$ cat src/rtl/core/mim_pkg.sv
// Shared types, constants and decode helpers for the MIDI input parser.
package mim_pkg;

  localparam int unsigned SYSEX_DEPTH_DEF = 128;
  localparam int unsigned QUEUE_DEPTH_DEF = 4;

  localparam int unsigned CFG_IDX_W  = 1;
  localparam int unsigned CFG_DATA_W = 5;

  localparam logic [CFG_IDX_W-1:0] REG_LISTEN_CHANNEL   = 1'd0;
  localparam logic [CFG_IDX_W-1:0] REG_ZERO_VEL_AS_OFF = 1'd1;

  localparam logic [4:0] LISTEN_OMNI  = 5'd0;
  localparam logic [4:0] LISTEN_OFF   = 5'd17;
  localparam logic [4:0] LISTEN_RESET = 5'd1;
  localparam logic       ZERO_VEL_RESET = 1'b1;

  localparam logic [7:0] ST_SYSEX    = 8'hF0;
  localparam logic [7:0] ST_TIMECODE = 8'hF1;
  localparam logic [7:0] ST_SONGPOS  = 8'hF2;
  localparam logic [7:0] ST_SONGSEL  = 8'hF3;
  localparam logic [7:0] ST_TUNE     = 8'hF6;
  localparam logic [7:0] ST_EOX      = 8'hF7;
  localparam logic [7:0] ST_RT_FIRST = 8'hF8;

  typedef enum logic [4:0] {
    KIND_NOTE_OFF     = 5'd0,
    KIND_NOTE_ON      = 5'd1,
    KIND_POLY_AT      = 5'd2,
    KIND_CC           = 5'd3,
    KIND_PROGRAM      = 5'd4,
    KIND_CHAN_AT      = 5'd5,
    KIND_BEND         = 5'd6,
    KIND_SYSEX_DATA   = 5'd7,
    KIND_SYSEX_END    = 5'd8,
    KIND_SYSEX_ABORT  = 5'd9,
    KIND_TIMECODE     = 5'd10,
    KIND_SONGPOS      = 5'd11,
    KIND_SONGSEL      = 5'd12,
    KIND_TUNE         = 5'd13,
    KIND_CLOCK        = 5'd14,
    KIND_START        = 5'd15,
    KIND_CONTINUE     = 5'd16,
    KIND_STOP         = 5'd17,
    KIND_SENSING      = 5'd18,
    KIND_RESET        = 5'd19
  } mim_kind_t;

  typedef struct packed {
    mim_kind_t   kind;
    logic [4:0]  chan;
    logic [6:0]  d1;
    logic [6:0]  d2;
    logic [7:0]  len;
  } mim_item_t;

  typedef struct packed {
    logic      valid;
    mim_kind_t kind;
  } mim_one_t;

  function automatic logic is_chan_status(input logic [7:0] s);
    return s[7] && (s[7:4] != 4'hF);
  endfunction

  function automatic mim_one_t one_kind(input logic [7:0] s);
    mim_one_t r;
    r.valid = 1'b1;
    case (s)
      8'hF6:   r.kind = KIND_TUNE;
      8'hF8:   r.kind = KIND_CLOCK;
      8'hFA:   r.kind = KIND_START;
      8'hFB:   r.kind = KIND_CONTINUE;
      8'hFC:   r.kind = KIND_STOP;
      8'hFE:   r.kind = KIND_SENSING;
      8'hFF:   r.kind = KIND_RESET;
      default: begin
        r.valid = 1'b0;
        r.kind  = KIND_NOTE_OFF;
      end
    endcase
    return r;
  endfunction

endpackage

$ cat src/rtl/core/mim_front.sv
// Front end: byte parser with running status, channel filter and config registers.
module mim_front import mim_pkg::*; #(
  parameter int unsigned SYSEX_DEPTH = SYSEX_DEPTH_DEF
) (
  input  logic                  clk,
  input  logic                  rst,
  input  logic                  push,
  input  logic [7:0]            rx_byte,
  input  logic                  full,
  input  logic                  cfg_valid,
  input  logic [CFG_IDX_W-1:0]  cfg_index,
  input  logic [CFG_DATA_W-1:0] cfg_data,
  output logic                  item_wr,
  output mim_item_t             item
);

  localparam logic [7:0] SX_LEN = 8'(SYSEX_DEPTH);

  logic [4:0] listen_channel;
  logic       zero_velocity_as_off;

  logic [7:0] running_status, running_status_next;
  logic [7:0] pending_status, pending_status_next;
  logic [7:0] byte_index, byte_index_next;
  logic [7:0] expected_length, expected_length_next;
  logic [6:0] held_data, held_data_next;

  logic       in_fire;
  logic       raw_valid;
  mim_item_t  raw_item;
  mim_one_t   rt;
  logic       start_go, abort_if_quiet;
  logic       fin_go;
  logic [7:0] fin_status;
  logic [6:0] fin_d1, fin_d2;
  logic [7:0] start_len, run_len;
  logic       pass_filter;

  function automatic logic [7:0] msg_len(input logic [7:0] s);
    logic [7:0] r;
    r = 8'd0;
    if (is_chan_status(s)) begin
      r = (s[7:4] == 4'hC || s[7:4] == 4'hD) ? 8'd2 : 8'd3;
    end else if (s == ST_TIMECODE || s == ST_SONGSEL) begin
      r = 8'd2;
    end else if (s == ST_SONGPOS) begin
      r = 8'd3;
    end else if (s == ST_SYSEX) begin
      r = SX_LEN;
    end
    return r;
  endfunction

  assign in_fire   = push && !full;
  assign rt        = one_kind(rx_byte);
  assign start_len = msg_len(rx_byte);
  assign run_len   = msg_len(running_status);

  always_comb begin
    running_status_next  = running_status;
    pending_status_next  = pending_status;
    byte_index_next      = byte_index;
    expected_length_next = expected_length;
    held_data_next       = held_data;
    raw_valid            = 1'b0;
    raw_item             = '{kind: KIND_NOTE_OFF, default: '0};
    start_go             = 1'b0;
    abort_if_quiet       = 1'b0;
    fin_go               = 1'b0;
    fin_status           = 8'd0;
    fin_d1               = 7'd0;
    fin_d2               = 7'd0;

    if (byte_index == 8'd0) begin
      start_go = 1'b1;
    end else if (rx_byte >= ST_RT_FIRST) begin
      if (rt.valid) begin
        raw_valid     = 1'b1;
        raw_item.kind = rt.kind;
      end
    end else if (rx_byte == ST_EOX) begin
      if (pending_status == ST_SYSEX) begin
        raw_valid     = 1'b1;
        raw_item.kind = KIND_SYSEX_END;
        raw_item.len  = byte_index + 8'd1;
      end
      byte_index_next      = 8'd0;
      expected_length_next = 8'd0;
      running_status_next  = 8'd0;
    end else if (rx_byte[7]) begin
      start_go             = 1'b1;
      abort_if_quiet       = (pending_status == ST_SYSEX);
      byte_index_next      = 8'd0;
      expected_length_next = 8'd0;
    end else if (pending_status == ST_SYSEX) begin
      if ({1'b0, byte_index} + 9'd1 >= {1'b0, expected_length}) begin
        byte_index_next      = 8'd0;
        expected_length_next = 8'd0;
        running_status_next  = 8'd0;
        raw_valid            = 1'b1;
        raw_item.kind        = KIND_SYSEX_ABORT;
      end else begin
        byte_index_next = byte_index + 8'd1;
        raw_valid       = 1'b1;
        raw_item.kind   = KIND_SYSEX_DATA;
        raw_item.d1     = rx_byte[6:0];
      end
    end else if (byte_index == 8'd1) begin
      held_data_next = rx_byte[6:0];
      if (expected_length == 8'd2) begin
        fin_go     = 1'b1;
        fin_status = pending_status;
        fin_d1     = rx_byte[6:0];
      end else begin
        byte_index_next = 8'd2;
      end
    end else begin
      fin_go     = 1'b1;
      fin_status = pending_status;
      fin_d1     = held_data;
      fin_d2     = rx_byte[6:0];
    end

    if (start_go) begin
      if (!rx_byte[7]) begin
        if (is_chan_status(running_status)) begin
          pending_status_next = running_status;
          held_data_next      = rx_byte[6:0];
          if (run_len == 8'd2) begin
            fin_go     = 1'b1;
            fin_status = running_status;
            fin_d1     = rx_byte[6:0];
          end else begin
            byte_index_next      = 8'd2;
            expected_length_next = 8'd3;
          end
        end else begin
          byte_index_next      = 8'd0;
          expected_length_next = 8'd0;
          running_status_next  = 8'd0;
        end
      end else if (rt.valid) begin
        if (rx_byte == ST_TUNE) begin
          running_status_next = 8'd0;
        end
        byte_index_next      = 8'd0;
        expected_length_next = 8'd0;
        raw_valid            = 1'b1;
        raw_item.kind        = rt.kind;
      end else if (start_len == 8'd0) begin
        byte_index_next      = 8'd0;
        expected_length_next = 8'd0;
        running_status_next  = 8'd0;
      end else begin
        pending_status_next  = rx_byte;
        expected_length_next = start_len;
        byte_index_next      = 8'd1;
        if (rx_byte == ST_SYSEX) begin
          running_status_next = 8'd0;
        end
      end
    end

    if (fin_go) begin
      byte_index_next      = 8'd0;
      expected_length_next = 8'd0;
      raw_valid            = 1'b1;
      raw_item.d1          = fin_d1;
      raw_item.d2          = fin_d2;
      if (is_chan_status(fin_status)) begin
        raw_item.kind       = mim_kind_t'({2'b00, fin_status[6:4]});
        raw_item.chan       = {1'b0, fin_status[3:0]} + 5'd1;
        running_status_next = fin_status;
      end else begin
        raw_item.kind = (fin_status == ST_TIMECODE) ? KIND_TIMECODE :
                        (fin_status == ST_SONGPOS)  ? KIND_SONGPOS : KIND_SONGSEL;
        running_status_next = 8'd0;
      end
      if (raw_item.kind == KIND_NOTE_ON && fin_d2 == 7'd0 && zero_velocity_as_off) begin
        raw_item.kind = KIND_NOTE_OFF;
      end
    end

    if (abort_if_quiet && !raw_valid) begin
      raw_valid     = 1'b1;
      raw_item      = '{kind: KIND_SYSEX_ABORT, default: '0};
    end
  end

  assign pass_filter = (listen_channel < LISTEN_OFF) &&
                       (raw_item.kind > KIND_BEND || listen_channel == LISTEN_OMNI ||
                        raw_item.chan == listen_channel);
  assign item_wr = in_fire && raw_valid && pass_filter;
  assign item    = raw_item;

  always_ff @(posedge clk) begin
    if (rst) begin
      listen_channel       <= LISTEN_RESET;
      zero_velocity_as_off <= ZERO_VEL_RESET;
    end else if (cfg_valid) begin
      case (cfg_index)
        REG_LISTEN_CHANNEL:  listen_channel       <= cfg_data;
        REG_ZERO_VEL_AS_OFF: zero_velocity_as_off <= cfg_data[0];
        default: ;
      endcase
    end
  end

  always_ff @(posedge clk) begin
    if (rst) begin
      running_status  <= 8'd0;
      pending_status  <= 8'd0;
      byte_index      <= 8'd0;
      expected_length <= 8'd0;
      held_data       <= 7'd0;
    end else if (in_fire) begin
      running_status  <= running_status_next;
      pending_status  <= pending_status_next;
      byte_index      <= byte_index_next;
      expected_length <= expected_length_next;
      held_data       <= held_data_next;
    end
  end

`ifndef SYNTH
  a_len_when_busy: assert property (@(posedge clk) disable iff (rst)
    byte_index != 8'd0 |-> expected_length != 8'd0)
    else $error("message in progress without expected length");

  a_sysex_bound: assert property (@(posedge clk) disable iff (rst)
    (pending_status == ST_SYSEX && byte_index != 8'd0) |-> byte_index < SX_LEN)
    else $error("sysex index past depth");

  a_running_status: assert property (@(posedge clk) disable iff (rst)
    running_status == 8'd0 || is_chan_status(running_status))
    else $error("running status holds a non-channel status");
`endif

endmodule

$ cat src/rtl/core/mim_queue.sv
// Short FIFO of decoded items between the parser and the output stage.
module mim_queue import mim_pkg::*; #(
  parameter int unsigned DEPTH = QUEUE_DEPTH_DEF
) (
  input  logic      clk,
  input  logic      rst,
  input  logic      wr_en,
  input  mim_item_t wr_item,
  output logic      full,
  input  logic      rd_en,
  output logic      rd_valid,
  output mim_item_t rd_item
);

  localparam int unsigned PTR_W = $clog2(DEPTH);
  localparam int unsigned CNT_W = $clog2(DEPTH + 1);

  mim_item_t        slots [DEPTH];
  logic [PTR_W-1:0] wr_ptr, rd_ptr;
  logic [CNT_W-1:0] count;
  logic             do_wr, do_rd;

  assign full     = (count == CNT_W'(DEPTH));
  assign rd_valid = (count != '0);
  assign rd_item  = slots[rd_ptr];
  assign do_wr    = wr_en && !full;
  assign do_rd    = rd_en && rd_valid;

  always_ff @(posedge clk) begin
    if (do_wr) begin
      slots[wr_ptr] <= wr_item;
    end
  end

  always_ff @(posedge clk) begin
    if (rst) begin
      wr_ptr <= '0;
      rd_ptr <= '0;
      count  <= '0;
    end else begin
      if (do_wr) begin
        wr_ptr <= (wr_ptr == PTR_W'(DEPTH - 1)) ? '0 : wr_ptr + PTR_W'(1);
      end
      if (do_rd) begin
        rd_ptr <= (rd_ptr == PTR_W'(DEPTH - 1)) ? '0 : rd_ptr + PTR_W'(1);
      end
      if (do_wr && !do_rd) begin
        count <= count + CNT_W'(1);
      end else if (do_rd && !do_wr) begin
        count <= count - CNT_W'(1);
      end
    end
  end

`ifndef SYNTH
  a_count_bound: assert property (@(posedge clk) disable iff (rst)
    count <= CNT_W'(DEPTH))
    else $error("queue count past depth");
`endif

endmodule

$ cat src/rtl/core/mim_back.sv
// Back end: expands queued items into result fields and holds the output register.
module mim_back import mim_pkg::*; (
  input  logic               clk,
  input  logic               rst,
  input  logic               in_valid,
  input  mim_item_t          in_item,
  output logic               in_pop,
  input  logic               pop,
  output logic               empty,
  output logic [4:0]         msg_kind,
  output logic [4:0]         channel_number,
  output logic [6:0]         first_data,
  output logic [6:0]         second_data,
  output logic [13:0]        combined_value,
  output logic signed [13:0] bend_value,
  output logic [7:0]         sysex_length
);

  logic              out_valid;
  mim_kind_t         out_kind;
  logic [13:0]       comb_calc;
  logic signed [13:0] bend_calc;
  logic              load;

  assign load   = in_valid && (!out_valid || pop);
  assign in_pop = load;

  always_comb begin
    comb_calc = 14'd0;
    bend_calc = 14'sd0;
    if (in_item.kind == KIND_BEND || in_item.kind == KIND_SONGPOS) begin
      comb_calc = {in_item.d2, in_item.d1};
    end
    if (in_item.kind == KIND_BEND) begin
      bend_calc = $signed({~in_item.d2[6], in_item.d2[5:0], in_item.d1});
    end
  end

  always_ff @(posedge clk) begin
    if (rst) begin
      out_valid <= 1'b0;
    end else if (load) begin
      out_valid <= 1'b1;
    end else if (pop) begin
      out_valid <= 1'b0;
    end
  end

  always_ff @(posedge clk) begin
    if (load) begin
      out_kind       <= in_item.kind;
      channel_number <= in_item.chan;
      first_data     <= in_item.d1;
      second_data    <= in_item.d2;
      combined_value <= comb_calc;
      bend_value     <= bend_calc;
      sysex_length   <= in_item.len;
    end
  end

  assign empty    = !out_valid;
  assign msg_kind = out_kind;

`ifndef SYNTH
  a_bend_only: assert property (@(posedge clk) disable iff (rst)
    (out_valid && out_kind != KIND_BEND) |-> bend_value == 14'sd0)
    else $error("bend value set on a non-bend result");
`endif

endmodule

$ cat src/rtl/core/midi_input_parser_top.sv
// Top level of the MIDI input byte-stream parser.
//
// Input channel: one received MIDI byte per transfer on rx_byte, taken when
// push is high and full is low. Result channel: decoded messages, SysEx data,
// end and abort items; the oldest result sits on the ports while empty is
// low and leaves on pop. Config channel: cfg_valid/cfg_ready with cfg_index
// (0 listen channel, 1 zero-velocity note-on as note-off) and cfg_data;
// cfg_ready is always high.
// Throughput: one byte per cycle while full is low. The parser updates its
// message state at the edge that takes a byte and writes any result into a
// QUEUE_DEPTH-entry FIFO at that edge; the output register then loads from the
// FIFO once it is empty or being popped, and the result transfers from it on pop.
// When the receiver stalls, results pile up in the FIFO and the output
// register; full rises once the FIFO holds QUEUE_DEPTH items.
// Reset (rst, synchronous) clears parser state, empties the FIFO and the
// output register, and sets listen channel 1 with zero-velocity mapping on.
module midi_input_parser_top import mim_pkg::*; #(
  parameter int unsigned SYSEX_DEPTH = SYSEX_DEPTH_DEF,
  parameter int unsigned QUEUE_DEPTH = QUEUE_DEPTH_DEF
) (
  input  logic                  clk,
  input  logic                  rst,
  input  logic                  push,
  output logic                  full,
  input  logic [7:0]            rx_byte,
  output logic                  empty,
  input  logic                  pop,
  output logic [4:0]            msg_kind,
  output logic [4:0]            channel_number,
  output logic [6:0]            first_data,
  output logic [6:0]            second_data,
  output logic [13:0]           combined_value,
  output logic signed [13:0]    bend_value,
  output logic [7:0]            sysex_length,
  input  logic                  cfg_valid,
  output logic                  cfg_ready,
  input  logic [CFG_IDX_W-1:0]  cfg_index,
  input  logic [CFG_DATA_W-1:0] cfg_data
);

  logic      item_wr;
  mim_item_t item;
  logic      q_valid;
  mim_item_t q_item;
  logic      q_pop;

  assign cfg_ready = 1'b1;

  mim_front #(
    .SYSEX_DEPTH (SYSEX_DEPTH)
  ) u_front (
    .clk       (clk),
    .rst       (rst),
    .push      (push),
    .rx_byte   (rx_byte),
    .full      (full),
    .cfg_valid (cfg_valid),
    .cfg_index (cfg_index),
    .cfg_data  (cfg_data),
    .item_wr   (item_wr),
    .item      (item)
  );

  mim_queue #(
    .DEPTH (QUEUE_DEPTH)
  ) u_queue (
    .clk      (clk),
    .rst      (rst),
    .wr_en    (item_wr),
    .wr_item  (item),
    .full     (full),
    .rd_en    (q_pop),
    .rd_valid (q_valid),
    .rd_item  (q_item)
  );

  mim_back u_back (
    .clk            (clk),
    .rst            (rst),
    .in_valid       (q_valid),
    .in_item        (q_item),
    .in_pop         (q_pop),
    .pop            (pop),
    .empty          (empty),
    .msg_kind       (msg_kind),
    .channel_number (channel_number),
    .first_data     (first_data),
    .second_data    (second_data),
    .combined_value (combined_value),
    .bend_value     (bend_value),
    .sysex_length   (sysex_length)
  );

endmodule
$ cat config.mk
export PLATFORM = sky130hd
export DESIGN_NAME = midi_input_parser_top
export DESIGN_NICKNAME = d
export VERILOG_FILES = /design/src/rtl/core/mim_pkg.sv /design/src/rtl/core/mim_front.sv /design/src/rtl/core/mim_queue.sv /design/src/rtl/core/mim_back.sv /design/src/rtl/core/midi_input_parser_top.sv
export SDC_FILE = /design/constraint.sdc
export NUM_CORES = 1
export LEC_CHECK = 0
export ABC_AREA = 0
export BUFFER_PORTS_ARGS = -buffer_cell sky130_fd_sc_hd__buf_4
export CAP_MARGIN = 10
export CORE_ASPECT_RATIO = 1.25
export CORE_UTILIZATION = 60
export DETAILED_ROUTE_END_ITERATION = 8
export PLACE_DENSITY = 0.8
export SETUP_SLACK_MARGIN = 0.02
export SYNTH_ARGS = -nofsm -noshare
export SYNTH_HDL_FRONTEND = slang
export SYNTH_HIERARCHICAL = 1
export SYNTH_SLANG_ARGS = --single-unit
$ cat constraint.sdc
create_clock -name clk -period 6.4 [get_ports clk]
set_clock_uncertainty 0.05 [all_clocks]
set_input_delay 0.32 -clock clk [delete_from_list [all_inputs] [get_ports clk]]
set_output_delay 0.32 -clock clk [all_outputs]
set_load 0.02 [all_outputs]
==> results.md, run 1 <==
* Period utilisation layout at 90.5%
* Worst Setup End Kind: register
* Die X-Extent at 123 um
* Antenna violations before repair at 0
* Critical path data arrival time at 6.18 ns
* Die H at 153 um
* Pre-antenna DRT Iters at 5
* Core area at 0.0180 mm^2
* Hold Fails Final Rpt at 0
* Layout cell share with drive strength beyond 1 at 23.7%
* Clk Latency, worst-skew pair at 0.51 ns
* CTS buffer count at 24
* Clk slew on worst S/H paths at 0.06 ns
* Vias per cell at 6.43
* Clk buf depth at 3
* Fin. max-slew vios at 0
* Status: complete, no violations
* Slew @ Worst Pin at 1.04 ns
* Crit-path slowest cell: or3b_2
* MaxCap Viol Count at 0
* Post-Syn Nets at 847
* Final RePlAce weighted congestion at 0.972
* Largest stage delay, worst path at 0.49 ns
* Filler instances at 1,201
* WL per Instance at 23.0 um
* WHS at 0.0165 ns
* GRT Resource Usage Total at 28.2%
* Share of the synthesized area in the top cell type at 51.3%
* Yosys Warn Count at 6
* Startpoint Class: register
* PortBufs at 80
* CP Class: register to register
* Post-synthesis sequential area ratio at 61.3%
* First-pass GRT wire length at 40,400 um
* RSZ-0062 raised after global routing: false
* Sink Count at 243
* Starting Density at 61.0%
* CTS tree: built
* Die Area at 0.0189 mm^2
* CP cell instances: inv_1 -> ha_1 -> or3b_2 -> nor2_1 -> a2111oi_4 -> a22o_1 -> ha_1 -> or2_2 -> o221ai_2 -> xor2_1 -> a31oi_1 -> o32a_1 -> o31ai_2 -> inv_1 -> nor2_2 -> ha_1 -> inv_1 -> fa_1 -> xor2_1 -> or3_2 -> a21oi_1
* Final setup viols at 0
* Unique masters post-synth at 93
* Number of I/O pins at 82
* Syn Inst Count at 807
* Mean Syn Cell Area at 13.6 um^2
* Post-synth EDFFs at 188
* Synth area leader: edfxtp_1
* Tmin final at 5.79 ns
* Fin nets at 920
* Vias after detailed routing at 7,245
* # DRC at 0
* Worst slew margin at 30.7%
* P&R area growth vs syn at 14.5%
* CP required at 6.79 ns
* #FFs+latches synth at 243
* Post-synth top flop: edfxtp_1
* Post-DRT Antenna Nets at 0
* Synth async-reset ratio at 0%
* FMAX at 173 MHz
* Leak at 4.25 nW
* Setup bufs post-CTS at 0
* Path category of the worst min-delay check: primary input to register
* Max VDD drop at 0.000199 V
* Top-count cell post-synth: edfxtp_1
* PD cells at 264 mW/mm^2
* WL final at 25,900 um
* Mapped cell area at 0.0110 mm^2
* Top post-synthesis cells by area: edfxtp_1 51%, dfxtp_1 10%, mux4_2 6.6%
* Post-route setup TNS at 0 ns
* Post-synth top cells: 188 x edfxtp_1, 59 x nor2_1, 55 x dfxtp_1
* Worst Path Max Fanout at 10
* Iter 0 DRT Violations at 682
* N_diodes at 0
* H-tree Lvls at 1
* Grt total ovfl at 0
* Largest net degree at the start of global routing at 62
* Row count at 55
* Vias in the first global route at 7,410
* CTS Root Cell: clkbuf_16
* DPL Wire Length at 17,500 um
final cells by class:
cell class / count / area [um^2] / share of cell area (%)
flip-flops and latches: 243 / 6750 / 53.6
multi-input cells: 492 / 3920 / 31.1
clock buffers: 37 / 762 / 6.05
repair buffers: 93 / 706 / 5.60
well taps: 228 / 285 / 2.27
inverters: 26 / 103 / 0.815
clock inverters: 7 / 68.8 / 0.547
where the power goes:
part           switching (mW)  total (mW)  internal [mW]
clock network           0.572        1.43          0.863
logic                   0.105       0.162         0.0574
registers              0.0154        1.72           1.71
total                   0.692        3.32           2.63
metal layers:
metal / global-route usage, % / up-vias / wire length (um)
met4: 12.1 / 0 / 881
li1: - / 3262 / -
met5: 0 / - / 0
met3: 3.92 / 59 / 1720
met1: 34.0 / 3626 / 9590
met2: 49.9 / 298 / 13700
registers in the layout, indices dropped and copies added, names as in the netlist, 7 cells and up, named ones only:
| signal | cells |
|---|---|
| u_back/bend_value | 14 |
| u_back/combined_value | 14 |
| u_back/first_data | 7 |
| u_back/second_data | 7 |
| u_back/sysex_length | 8 |
| u_front/byte_index | 8 |
| u_front/expected_length | 8 |
| u_front/held_data | 7 |
| u_front/pending_status | 8 |
| u_front/running_status | 8 |
| u_queue/slots | 128 |
cell usage in the layout, fill, tap and decap left out, types with 5 or more instances in the layout:
cell / instances
a211oi_1: 16
a211oi_2: 10
a21oi_1: 29
a22o_1: 8
a22oi_1: 11
and2_1: 8
buf_4: 90
clkbuf_16: 26
clkbuf_8: 7
dfxtp_1: 54
edfxtp_1: 188
ha_1: 20
inv_1: 25
mux2i_1: 21
mux4_2: 32
nand2_1: 51
nand2b_1: 6
nand3_1: 22
nand4_1: 8
nor2_1: 59
nor2b_1: 15
nor3_1: 21
nor3b_1: 13
o211ai_1: 5
o21ai_0: 22
xnor2_1: 6
xor2_1: 6
worst paths after layout:
path	startpoint	endpoint	slack [ns]	cells after the start
worst max-delay path	u_front/byte_index[0]	u_queue/count[2]	0.61	21
worst min-delay path	cfg_data[2]	u_front/listen_channel[2]	0.02	3
worst max register to register	u_front/byte_index[0]	u_queue/count[2]	0.61	21
worst min register to register	u_front/expected_length[6]	u_front/expected_length[6]	0.44	2
critical path: cells and delay by family (launching register included):
kind                     cells  cell delay [ns]
AO/OA/AOI/OAI                7             1.72
adder cells (fa/ha/maj)      4             1.05
AND/OR/NAND/NOR              5             1.81
XOR/XNOR                     2             0.35
buffers and inverters        3             0.33
flip-flops                   1             0.41
logic make-up after synthesis:
group / count (synthesis) / synth area share (%)
flip-flops: 243 / 61.3
multiplexers: 54 / 8.57
other: 1 / 0.0341
XOR/XNOR: 12 / 0.956
buffers and inverters: 72 / 3.09
AND/OR/NAND/NOR: 249 / 12.4
adder cells (fa/ha/maj): 21 / 2.46
AO/OA/AOI/OAI: 155 / 11.2
stage by stage:
step | setup WS (ns) | instances | instance area (um^2) | total power, mW | util, %
5_1_grt | 0.174 | 1126 | 12600 | 3.42 | 69.8
4_1_cts | 0.472 | 1126 | 12600 | 3.34 | 69.8
3_3_place_gp | 0.879 | 1079 | 11700 | 1.91 | 65.0
3_5_place_dp | 0.487 | 1079 | 11700 | 1.91 | 65.0
2_1_floorplan | 1.24 | 807 | 11000 | 1.85 | -
6_report | 0.611 | 1126 | 12600 | 3.32 | 69.8
repair_timing:
action | in CTS | in global routing
endpoints found under the hold margin | 4 | 0
hold buffers | 3 | 0
gates resized for setup | 0 | 1
endpoints found under the setup margin | 0 | 1
No activity file was read; power rests on OpenSTA's default activity.
==> run 2, diff against run 1 <==
Settings changed: MAX_ROUTING_LAYER set to met4.
==> run 2 against run 1 <==
Net effect: combinational power up 2%; die area unchanged; first-iteration DRC count down 14%; critical path depth unchanged; global-route usage up 2.0 points; register-to-register slack about the same.
==> results.md, run 2 (synthesized netlist as in run 1, its figures left out) <==
* Antenna violations before repair at 0
* Clk buf depth at 3
* Pre-antenna DRT Iters at 5
* N_diodes at 0
* Path category of the worst min-delay check: primary input to register
* Fin nets at 918
* CTS tree: built
* Setup bufs post-CTS at 0
* Switching share of power at 21.2%
* Post-route setup TNS at 0 ns
* Die Area at 0.0189 mm^2
* Max FFs per register at 128
* Largest regs: u_queue/slots x128, u_back/bend_value x14, u_back/combined_value x14
* Startpoint Class: register
* Largest stage delay, worst path at 0.75 ns
* Worst slew margin at 35.2%
* Period utilisation layout at 90.6%
* Post-DRT Antenna Nets at 0
* CP Class: register to register
* Internal at 2.52 mW
* Combinational share of power at 5.2%
* Clock power frac at 41.0%
* Most common cell after layout, fill and taps aside: edfxtp_1
* Sink Count at 243
* GRT Resource Usage Total at 30.2%
* Status: complete, no violations
* Starting Density at 61.0%
* Row count at 55
* WL per Instance at 24.1 um
* Hold Fails Final Rpt at 0
* Layout cell share with drive strength beyond 1 at 23.0%
* Tmin final at 5.80 ns
* Clk Latency, worst-skew pair at 0.50 ns
* FMAX at 172 MHz
* Final RePlAce weighted congestion at 0.980
* Worst R2R Path Depth at 21
* Family with the most delay on the worst path: compound AO/OA/AOI/OAI gates
* First-pass GRT wire length at 41,700 um
* Leak at 4.17 nW
* Worst Hold Depth at 3
* DPL Wire Length at 17,900 um
* R2R Path Start: u_front/byte_index[0]
* Biggest register: u_queue/slots
* Worst Setup End Kind: register
* Grt total ovfl at 0
* Vias after detailed routing at 7,288
* Worst Min Path Start: cfg_data[1]
* PortBufs at 80
* Iter 0 DRT Violations at 588
* Die X-Extent at 123 um
* Number of I/O pins at 82
* Worst Path Max Fanout at 10
* MaxCap Viol Count at 0
* Critical path data arrival time at 6.18 ns
* Register-to-register setup slack at 0.60 ns
* RSZ-0062 raised after global routing: false
* P&R area growth vs syn at 13.3%
* # DRC at 0
* Crit-path slowest cell: a2111oi_4
* CP required at 6.78 ns
* Switching power at 679 uW
* Die H at 153 um
* Largest net degree at the start of global routing at 62
* CTS buffer count at 23
* Max VDD drop at 0.000179 V
* Worst hold path endpoint: u_front/listen_channel[1]
* Core Util, Final at 69.1%
* Core area at 0.0180 mm^2
* Vias in the first global route at 7,419
* Bufs and invs on worst path at 3
* PD cells at 257 mW/mm^2
* Slew @ Worst Pin at 0.959 ns
* Clk slew on worst S/H paths at 0.07 ns
* Commonest non-fill, non-tap cells in the layout: 188 x edfxtp_1, 91 x buf_4, 59 x nor2_1
* CTS Root Cell: clkbuf_16
* H-tree Lvls at 1
* R2r endpoint: u_queue/count[2]
* Sequential Power Share at 53.8%
* WL final at 27,000 um
* Fin. max-slew vios at 0
* Vias per cell at 6.50
* Final setup viols at 0
* CP cell instances: inv_1 -> ha_1 -> or3b_2 -> nor2_1 -> a2111oi_4 -> a22o_1 -> ha_1 -> nand3_1 -> o221ai_2 -> xor2_1 -> a31oi_1 -> o32a_1 -> o31ai_2 -> inv_1 -> nor2_2 -> ha_1 -> inv_1 -> fa_1 -> xor2_1 -> or3_2 -> a21oi_1
==> run 2: cell count changes in the layout (fill, tap and decap cells not counted), sizes merged <==
cell and delta:
dlygate4sd3 -2, buf +1, clkbuf -7, clkinvlp +2, clkinv +1, inv -1
bufinv +1
==> run 2: layout make-up <==
cell class | instances | area [um^2]
sequential | 243 | 6750
tap | 228 | 285
multi-input combinational | 492 | 3920
fill | 1275 | 5560
clock inverter | 10 | 108
timing repair buffer | 92 | 693
inverter | 26 | 103
clock buffer | 30 | 612
==> run 2: through the flow <==
stage	setup slack, ns	std cells	power [mW]	hold WS, ns	cell area (um^2)
finish	0.599	1121	3.20	0.0176	12500
global route	0.0956	1121	3.29	0.0301	12500
CTS	0.480	1121	3.22	0.00628	12500
detailed placement	0.486	1080	1.92	0.432	11700
global placement	0.845	1080	1.91	0.414	11700
floorplan	1.24	807	1.85	0.339	11000
==> run 2: per-layer routing <==
metal	global-route usage, %	vias to the layer above	share of wire [%]
li1	-	3256	-
met1	37.4	3639	39
met2	50.9	322	52
met3	2.95	71	6.2
met4	11.5	0	3.4
met5	-	-	0
==> run 2: timing repair <==
item	4_1_cts	5_1_grt
setup endpoints to repair	0	1
hold buffers	1	0
hold endpoints to repair	1	0
gates resized for setup	0	1
==> run 2: how the worst max path moves through the flow <==
stage / from / cells after the start / endpoint / slack, ns
floorplan: u_front/byte_index[0] / 21 / u_queue/count[2] / 1.24
finish: u_front/byte_index[0] / 21 / u_queue/count[2] / 0.60
global route: u_front/byte_index[0] / 21 / u_queue/count[2] / 0.1
CTS: u_front/byte_index[0] / 21 / u_queue/count[2] / 0.48
global placement: u_front/byte_index[0] / 21 / u_queue/count[2] / 0.84
detailed placement: u_front/byte_index[0] / 21 / u_queue/count[2] / 0.49
==> run 2: worst register-to-register path: stages, from the launching register on <==
cell and delay [ns]:
dfxtp_1 0.51, inv_1 0.11, ha_1 0.23, or3b_2 0.24, nor2_1 0.13, a2111oi_4 0.75, a22o_1 0.42, ha_1 0.28
nand3_1 0.11, o221ai_2 0.29, xor2_1 0.20, a31oi_1 0.10, o32a_1 0.19, o31ai_2 0.44, inv_1 0.12, nor2_2 0.16
ha_1 0.20, inv_1 0.08, fa_1 0.38, xor2_1 0.18, or3_2 0.41, a21oi_1 0.15
==> run 2: power groups by stage <==
stage	Sequential, mW	Combinational (mW)	Clock [mW]
after detailed placement	1.75	0.163	0
final	1.72	0.166	1.31
after global placement	1.75	0.161	0
after floorplan	1.77	0.0851	0
after CTS	1.72	0.164	1.33
after global routing	1.72	0.177	1.39
==> run 3, diff against run 2 <==
Settings changed: CORE_UTILIZATION 60 to 55, PLACE_DENSITY 0.8 to 0.74.
==> run 3 against run 2 <==
Net effect: count of clock-buffer cells in the layout is 5 higher; flip-flop and latch count stayed put; sequential share of layout area is 0.31 points lower; die area is 9.0% higher; highest routed layer unchanged; combinational power hardly changed; total power hardly changed; via count is 2.0% lower; non-clock buffer count is 1 higher; setup slack worse by 0.11 ns.
==> results.md, run 3 (synthesized netlist as in run 1, its figures left out) <==
* Largest net degree at the start of global routing at 62
* Slew @ Worst Pin at 0.975 ns
* WL final at 26,100 um
* Fin. max-slew vios at 0
* WHS at 0.0191 ns
* Starting Density at 56.3%
* Path category of the worst min-delay check: primary input to register
* CP Class: register to register
* Final setup viols at 0
* Iter 0 DRT Violations at 616
* R2r endpoint: u_queue/count[2]
* CP required at 6.77 ns
* Commonest non-fill, non-tap cells in the layout: 188 x edfxtp_1, 92 x buf_4, 59 x nor2_1
* Register area at 0.00675 mm^2
* Clk buf depth at 3
* Die X-Extent at 128 um
* Sink Count at 243
* Critical path data arrival time at 6.28 ns
* Biggest register: u_queue/slots
* Vias in the first global route at 7,350
* Core area at 0.0195 mm^2
* P&R area growth vs syn at 14.0%
* Startpoint Class: register
* Die Area at 0.0206 mm^2
* CTS buffer count at 23
* Worst Path Max Fanout at 10
* Die H at 160 um
* RSZ-0062 raised after global routing: false
* Largest regs: u_queue/slots x128, u_back/bend_value x14, u_back/combined_value x14
* Leak at 4.19 nW
* Worst Hold Depth at 3
* PortBufs at 80
* DPL Wire Length at 18,000 um
* # DRC at 0
* Vias per cell at 6.15
* CTS Root Cell: clkbuf_16
* Final RePlAce weighted congestion at 0.939
* Status: complete, no violations
* GRT Resource Usage Total at 26.8%
* Post-DRT Antenna Nets at 0
* Footprint of the multi-input gates at 0.00392 mm^2
* R2R Path Start: u_front/byte_index[0]
* Number of I/O pins at 82
* Grt total ovfl at 0
* CTS tree: built
* Filler instances at 1,480
* H-tree Lvls at 1
* Worst Setup End Kind: register
* PD cells at 255 mW/mm^2
* Clk slew on worst S/H paths at 0.06 ns
* First-pass GRT wire length at 40,500 um
* FMAX at 169 MHz
* Max VDD drop at 0.000204 V
* Pre-antenna DRT Iters at 5
* N_diodes at 0
* Post-route setup TNS at 0 ns
* WL per Instance at 22.5 um
* Vias after detailed routing at 7,142
* Final Power at 3.20 mW
* Register-to-register setup slack at 0.49 ns
* Fin nets at 919
* Antenna violations before repair at 0
* Layout cell share with drive strength beyond 1 at 23.3%
* Worst slew margin at 34.6%
* Most common cell after layout, fill and taps aside: edfxtp_1
* Worst Min Path Start: cfg_data[3]
* Hold Fails Final Rpt at 0
* Tmin final at 5.91 ns
* Worst R2R Path Depth at 21
* Gates resized, CTS repair at 0
* Row count at 57
* MaxCap Viol Count at 0
* Period utilisation layout at 92.4%
* Clk Latency, worst-skew pair at 0.51 ns
* Worst hold path endpoint: u_front/listen_channel[3]
* Max FFs per register at 128
-- run 3: worst max-delay path by stage --
| stage | startpoint | to | slack (ns) |
|---|---|---|---|
| floorplan | u_front/byte_index[0] | u_queue/count[2] | 1.24 |
| global placement | u_front/byte_index[0] | u_queue/count[2] | 0.85 |
| detailed placement | u_front/byte_index[0] | u_queue/count[2] | 0.52 |
| CTS | u_front/byte_index[0] | u_queue/count[2] | 0.47 |
| global route | u_front/byte_index[0] | u_queue/count[2] | 0.06 |
| finish | u_front/byte_index[0] | u_queue/count[2] | 0.49 |
-- run 3: where the power goes --
part / total (mW) / switching, mW / internal, mW
clock network: 1.31 / 0.549 / 0.764
logic: 0.163 / 0.106 / 0.0569
registers: 1.72 / 0.0160 / 1.71
-- run 3: through the flow --
step,util (%),cell area (um^2),setup WS [ns],instances
after floorplan,-,11000,1.24,807
after global placement,60.3,11800,0.853,1118
after detailed placement,60.3,11800,0.516,1118
after CTS,64.2,12500,0.470,1161
after global routing,64.2,12500,0.0615,1161
final,64.2,12500,0.488,1161
-- run 3: repair_timing --
item | CTS | global route
setup endpoints to repair | 0 | 0
buffers inserted | 0 | 0
hold endpoints to repair | 1 | 0
hold buffers | 1 | 0
-- run 3: cell type report --
cell class / instances / area share, %
Clock buffer: 35 / 5.35
Clock inverter: 7 / 0.539
Inverter: 26 / 0.818
Multi-Input combinational cell: 492 / 31.3
Sequential cell: 243 / 53.8
Tap cell: 265 / 2.64
Timing Repair Buffer: 93 / 5.59
-- run 3: worst max-delay path: stages (launching register included) --
cell and delay, ns:
dfxtp_1 0.54, inv_1 0.11, ha_1 0.24, or3b_2 0.23, nor2_1 0.11, a2111oi_4 0.70, a22o_1 0.40, ha_1 0.27
nand3_1 0.11, o221ai_2 0.29, xor2_1 0.17, a31oi_1 0.10, o32a_1 0.18, o31ai_1 0.61, inv_1 0.15, nor2_2 0.18
ha_1 0.19, inv_1 0.06, fa_1 0.38, xor2_1 0.18, or3_2 0.41, a21oi_1 0.14
-- run 3: per-layer routing --
| layer | track usage (%) | part of all wire, % | vias to the layer above |
|---|---|---|---|
| met5 | - | 0 | - |
| met4 | 11.7 | 4.1 | 0 |
| met3 | 3.35 | 5.6 | 71 |
| met2 | 46.3 | 52 | 255 |
| met1 | 31.0 | 39 | 3551 |
| li1 | - | - | 3265 |
